`src/rtl/core/nearest_codeword_decoder_unit_macros.svh`:
```
// Assertion macros used by the nearest codeword decoder top level
`ifndef NEAREST_CODEWORD_DECODER_UNIT_MACROS_SVH
`define NEAREST_CODEWORD_DECODER_UNIT_MACROS_SVH

// Check that a condition implies another in the same cycle
`define NCD_ASSERT_IMPL(label, ante, cons) \
   label: assert property (@(posedge clock) disable iff (reset) (ante) |-> (cons)) \
      else $error("nearest codeword decoder: same-cycle check failed");

// Check that a condition implies another in the following cycle
`define NCD_ASSERT_NEXT(label, ante, cons) \
   label: assert property (@(posedge clock) disable iff (reset) (ante) |=> (cons)) \
      else $error("nearest codeword decoder: next-cycle check failed");

`endif

```
`src/rtl/core/ncd_pkg.sv`:
```
// Package with the types and constants of the nearest codeword decoder
`timescale 1ns / 1ps

package ncd_pkg;

   localparam int MAX_WORDS = 16;
   localparam int MAX_LEN   = 64;

   localparam int CELL_W = $clog2(MAX_WORDS);
   localparam int ADDR_W = $clog2(MAX_LEN);
   localparam int NW_W   = CELL_W + 1;

   // Field widths of the items and registers
   localparam int WCOUNT_W = 5;
   localparam int WLEN_W   = 7;
   localparam int IDX_W    = 4;
   localparam int POS_W    = 6;
   localparam int SYM_W    = 8;
   localparam int DIST_W   = 7;

   localparam int REQ_DATA_W = 24;
   localparam int RSP_DATA_W = 16;
   localparam int CSR_DATA_W = 7;

   localparam logic [DIST_W-1:0]   COUNT_MAX     = 7'd127;
   localparam logic [WCOUNT_W-1:0] WCOUNT_RESET  = 5'd1;
   localparam logic [WLEN_W-1:0]   WLEN_RESET    = 7'd64;

   typedef enum logic {
      ACT_LOAD   = 1'b0,
      ACT_DECODE = 1'b1
   } action_type;

   typedef enum logic [0:0] {
      CSR_WORD_COUNT  = 1'b0,
      CSR_WORD_LENGTH = 1'b1
   } csr_index_type;

   // Item travelling down the row of cells, with the running best match
   typedef struct packed {
      logic               valid;
      action_type         action;
      logic [IDX_W-1:0]   word_index;
      logic [POS_W-1:0]   position;
      logic [SYM_W-1:0]   symbol;
      logic               last;
      logic [NW_W-1:0]    n_words;
      logic [IDX_W-1:0]   best_index;
      logic [DIST_W-1:0]  best_distance;
   } tok_type;

endpackage

```
`src/rtl/core/ncd_cell.sv`:
```
// One codeword cell: codeword symbol store, mismatch counter and minimum compare
`timescale 1ns / 1ps

module ncd_cell (
   input  logic                         clock,
   input  logic                         reset,
   input  logic                         advance,
   input  logic [ncd_pkg::CELL_W-1:0]   cell_id,
   input  ncd_pkg::tok_type             tok_in,
   output ncd_pkg::tok_type             tok_out
);
   import ncd_pkg::*;

   logic [SYM_W-1:0]  mem [MAX_LEN];
   logic [SYM_W-1:0]  rd_ff;
   tok_type           stage_ff;
   tok_type           out_ff;
   tok_type           out_in;
   logic [DIST_W-1:0] count_ff;
   logic [DIST_W-1:0] count_in;
   logic [DIST_W-1:0] count_upd;
   logic              write_en;
   logic              in_use;
   logic              is_decode;
   logic              take_best;

   // Write a codebook symbol addressed to this cell
   assign write_en = tok_in.valid && (tok_in.action == ACT_LOAD) &&
                     (tok_in.word_index == IDX_W'(cell_id)) &&
                     (int'(tok_in.position) < MAX_LEN);

   // Codeword store, one write and one registered read a cycle while the row advances
   always_ff @(posedge clock) begin
      if (advance) begin
         if (write_en) begin
            mem[tok_in.position[ADDR_W-1:0]] <= tok_in.symbol;
         end
         rd_ff <= mem[tok_in.position[ADDR_W-1:0]];
      end
   end

   // Hold the item beside its read data
   always_ff @(posedge clock) begin
      if (reset) begin
         stage_ff.valid <= 1'b0;
      end else if (advance) begin
         stage_ff <= tok_in;
      end
   end

   // Count the mismatch and fold this cell into the running minimum
   always_comb begin
      in_use    = ({1'b0, cell_id} < stage_ff.n_words);
      is_decode = stage_ff.valid && (stage_ff.action == ACT_DECODE);
      count_upd = count_ff;
      if (is_decode && in_use && (rd_ff != stage_ff.symbol) && (count_ff != COUNT_MAX)) begin
         count_upd = count_ff + 1'b1;
      end
      count_in = count_upd;
      if (is_decode && stage_ff.last) begin
         count_in = '0;
      end
      take_best = is_decode && stage_ff.last && in_use &&
                  ((cell_id == '0) || (count_upd < stage_ff.best_distance));
      out_in = stage_ff;
      if (take_best) begin
         out_in.best_index    = IDX_W'(cell_id);
         out_in.best_distance = count_upd;
      end
   end

   // Advance counter and hand the item to the next cell
   always_ff @(posedge clock) begin
      if (reset) begin
         count_ff     <= '0;
         out_ff.valid <= 1'b0;
      end else if (advance) begin
         count_ff <= count_in;
         out_ff   <= out_in;
      end
   end

   assign tok_out = out_ff;

endmodule

```
`config.mk`:
```
export PLATFORM = sky130hd
export DESIGN_NAME = ncd_cell
export DESIGN_NICKNAME = d
export VERILOG_FILES = /design/src/rtl/core/nearest_codeword_decoder_unit_macros.svh /design/src/rtl/core/ncd_pkg.sv /design/src/rtl/core/ncd_cell.sv
export SDC_FILE = /design/constraint.sdc
export NUM_CORES = 1
export LEC_CHECK = 0
export BUFFER_PORTS_ARGS = -buffer_cell sky130_fd_sc_hd__buf_2
export CAP_MARGIN = 20
export CORE_MARGIN = 3
export CORE_UTILIZATION = 35
export DETAILED_ROUTE_END_ITERATION = 12
export SYNTH_ARGS = -nofsm -noshare
export SYNTH_HDL_FRONTEND = slang
export SYNTH_SLANG_ARGS = --single-unit
```
`constraint.sdc`:
```
create_clock -name clock -period 4.3 [get_ports clock]
set_input_delay 0.645 -clock clock [delete_from_list [all_inputs] [get_ports clock]]
set_output_delay 0.645 -clock clock [all_outputs]
set_load 0.03 [all_outputs]
```
==> key figures <==
Floorplan
  – Starting density of the core: 35.6%
  – Die width: about 270 um
  – Row count: 94
  – IO Pins: between 80 and 90
  – Die ar.: 70800 um2
  – Core Region: 66500 um2
  – Die Ht: 266 um

Pwr
  – Pwr Total: 12.1 mW
  – Worst VDD drop: between 0.0003 and 0.0004 V
  – Pwr dens: ~440 nW/um2
  – Leakage Power: between 9 and 10 nW

Timing
  – Worst-margin pin slew: between 900 and 1000 ps
  – Slew headroom: 34.9%
  – Clock skew: approximately 19 ps
  – Final hold vios: 0
  – Max Freq: ~260 MHz
  – Setup ws final: just over 500 ps
  – RSZ-0062 raised after global routing: no
  – Final Hold Slack: 202 ps
  – Final Max Tran Viols: 0
  – Final min period: 3780 ps
  – Tcrit/Tclk final: 87.9%
  – Setup violators final: 0
  – Setup_tns: 0 ps

Setup path
  – Crit Path Category: reg -> reg
  – Crit path max fanout: 10
  – CP bufs+invs: 2
  – Slowest-stage cell, CP: edfxtp_1
  – Critical Path RT: 4670 ps
  – CP arrival: 4150 ps
  – Reg-to-Reg Start: out_in[13]
  – CP peak stage delay: about 400 ps
  – Critical Path Source: out_in[13]
  – Worst R2R Path Depth: 14
  – Crit end category: flop
  – Crit start category: flop
  – Reg2reg end: tok_out[4]
  – Crit-path cells: inv_1 -> ha_1 -> a21oi_1 -> o21ai_0 -> a21oi_2 -> nand4_1 -> xnor2_1 -> ha_1 -> nand2_1 -> o21ai_0 -> a2111oi_0 -> nand3b_1 -> buf_12 -> mux2_2
  – Worst R2R Setup Slack: slightly above 500 ps
  – Top delay family on crit path: compound AO/OA/AOI/OAI gates

Detailed routing
  – Vias per inst: 5.42
  – Vias after detailed routing: between 10000 and 15000
  – Routed len/inst: 24.5 um
  – DRC violations left: 0
  – DRT antenna net count: 0
  – 1st-iter DRT viols: about 1300
  – Final wirelength: 59.3 mm
  – DR pass1 iterations: 8

GRT
  – Gr ovfl total: 0
  – Vias in the first global route: approximately 13000
  – GRT Util Overall: 16.4%
  – First-pass GRT wire length: 87.0 mm
  – Largest net degree at the start of global routing: 66
  – Initial antenna violation count: 1

Synth
  – Synthesized flop and latch total: approximately 600
  – Cell count after synthesis: about 1300
  – Netlist cell types: 64
  – Synthesized area: 23700 um2
  – Mean post-synth cell area: roughly 18 um2
  – Yosys top cell by area: edfxtp_1
  – Area fraction of the dominant cell type after synthesis: approximately three quarters
  – EDFF count, synth: 592
  – Post-Syn Nets: 1379
  – Yosys warning count: 0
  – Synth Flop Type: edfxtp_1
  – Asr flop ratio synth: 0%
  – Seq/Total Area, Yosys: between 70% and 80%
  – Synth area leaders: edfxtp_1, mux4_2, mux2_2, nor2_1, mux2i_1

Clocking
  – Clock Latency Late Sink: 630 ps
  – Post-CTS Setup Bufs: 0
  – Htree depth: 2
  – CTS buffer count: 59
  – CTS tree: done
  – Clock sinks: 601
  – Longest Clk Path Bufs: 3
  – Worst-path clk slew: 60 ps
  – Post-CTS sizing: 0
  – CTS root buf: clkbuf_16
  – Post-CTS Hold Fix Bufs: 0

Place
  – Pre-CTS WS: ~150 ps
  – Placed Cells incl. Taps: 2312
  – IO buf count: 80
  – Placer congestion estimate: just under 0.9
  – Area after DPL: 25700 um2
  – Detailed Place HPWL: roughly 37 mm

Final layout
  – Area Growth Syn to Fin: 16.5%
  – Final core utilization: 41.5%
  – Commonest non-fill, non-tap cell in the layout: edfxtp_1
  – Final Non-Filler Cells: 2419
  – Reg area: 18000 um2
  – Fraction of layout cells with a size suffix above 1: 26.1%
  – Finished Cell Area: 27600 um2
  – Multi-input gate area: 5240 um2
  – Most frequent cells in the layout: edfxtp_1, buf_4, nor2_1
  – Fin nets: ~1600
  – Fillers: 5910
  – N_diodes: 0

Run status
  – Status: complete, no violations

Min path
  – WHS Path Cells: 1
  – Min-Delay Endpoint: stage_ff[2]
  – HP Class: in -> reg
  – Worst Min Path Start: tok_in[2]

Run
  – Max cap viols: 0
==> synth_stat cells, types with 4 or more instances <==
library cell	count
edfxtp_1	592
nor2_1	115
mux2_2	56
mux4_2	50
a21oi_1	48
a22oi_1	43
mux2i_1	43
a221oi_1	37
nand2_1	35
buf_2	29
clkbuf_1	20
o21ai_0	20
o22ai_1	18
buf_4	17
a22o_1	16
inv_1	13
nand3_1	11
ha_1	10
nand4_1	10
nor2b_1	10
buf_6	9
dfxtp_1	9
mux2_1	9
xor2_1	9
xnor2_1	8
and3_1	6
a31oi_1	5
and2_1	5
nor4_1	4
o211ai_1	4
or3_1	4
or4_1	4
==> layer usage <==
layer	vias up	routed length, um	GRT usage (%)
li1	5725	-	-
met1	6722	25400	22.7
met2	542	26900	25.5
met3	114	5240	4.37
met4	2	1780	5.19
met5	-	7	0
==> layout make-up <==
type	count	area share, %
Clock inverter	38	1.17
Clock buffer	68	5.48
Timing Repair Buffer	200	5.14
Tap cell	864	3.92
Inverter	14	0.191
Multi-Input combinational cell	634	19.0
Sequential cell	601	65.1
==> state kept, by name (all words and copies together) (netlist names) <==
register	count
stage_ff	11
out_in	26
count_ff	7
rd_ff	8
mem	512
tok_out	37
==> how the worst max path moves through the flow <==
stage / endpoint / slack, ps / cells after the start
2_1_floorplan: tok_out[10] / 660 / 14
3_3_place_gp: tok_out[5] / 200 / 15
3_5_place_dp: tok_out[4] / 150 / 14
4_1_cts: tok_out[4] / 520 / 14
5_1_grt: tok_out[6] / 310 / 15
6_report: tok_out[4] / 520 / 14
==> cells by family (layout without fill, tap and decap cells) <==
| kind of cell | after synthesis | after routing | synth area share [%] |
|---|---|---|---|
| adders and majority gates | 10 | 10 | 0.528 |
| xor gates and xnor gates | 17 | 17 | 0.629 |
| buffers and inverters | 90 | 320 | 2.13 |
| AOI/OAI and AO/OA | 228 | 228 | 6.93 |
| DFF | 601 | 601 | 75.8 |
| and+or+nand+nor | 221 | 221 | 4.30 |
| muxes | 158 | 158 | 9.66 |
==> report_power, final <==
part / internal (mW) / leakage [nW] / switching [mW]
Sequential: 6.49 / 5.43 / 0.0217
Clock: 2.76 / 0.903 / 2.18
Combinational: 0.222 / 2.79 / 0.448
Total: 9.47 / 9.13 / 2.65
No activity file was read; power rests on OpenSTA's default activity.
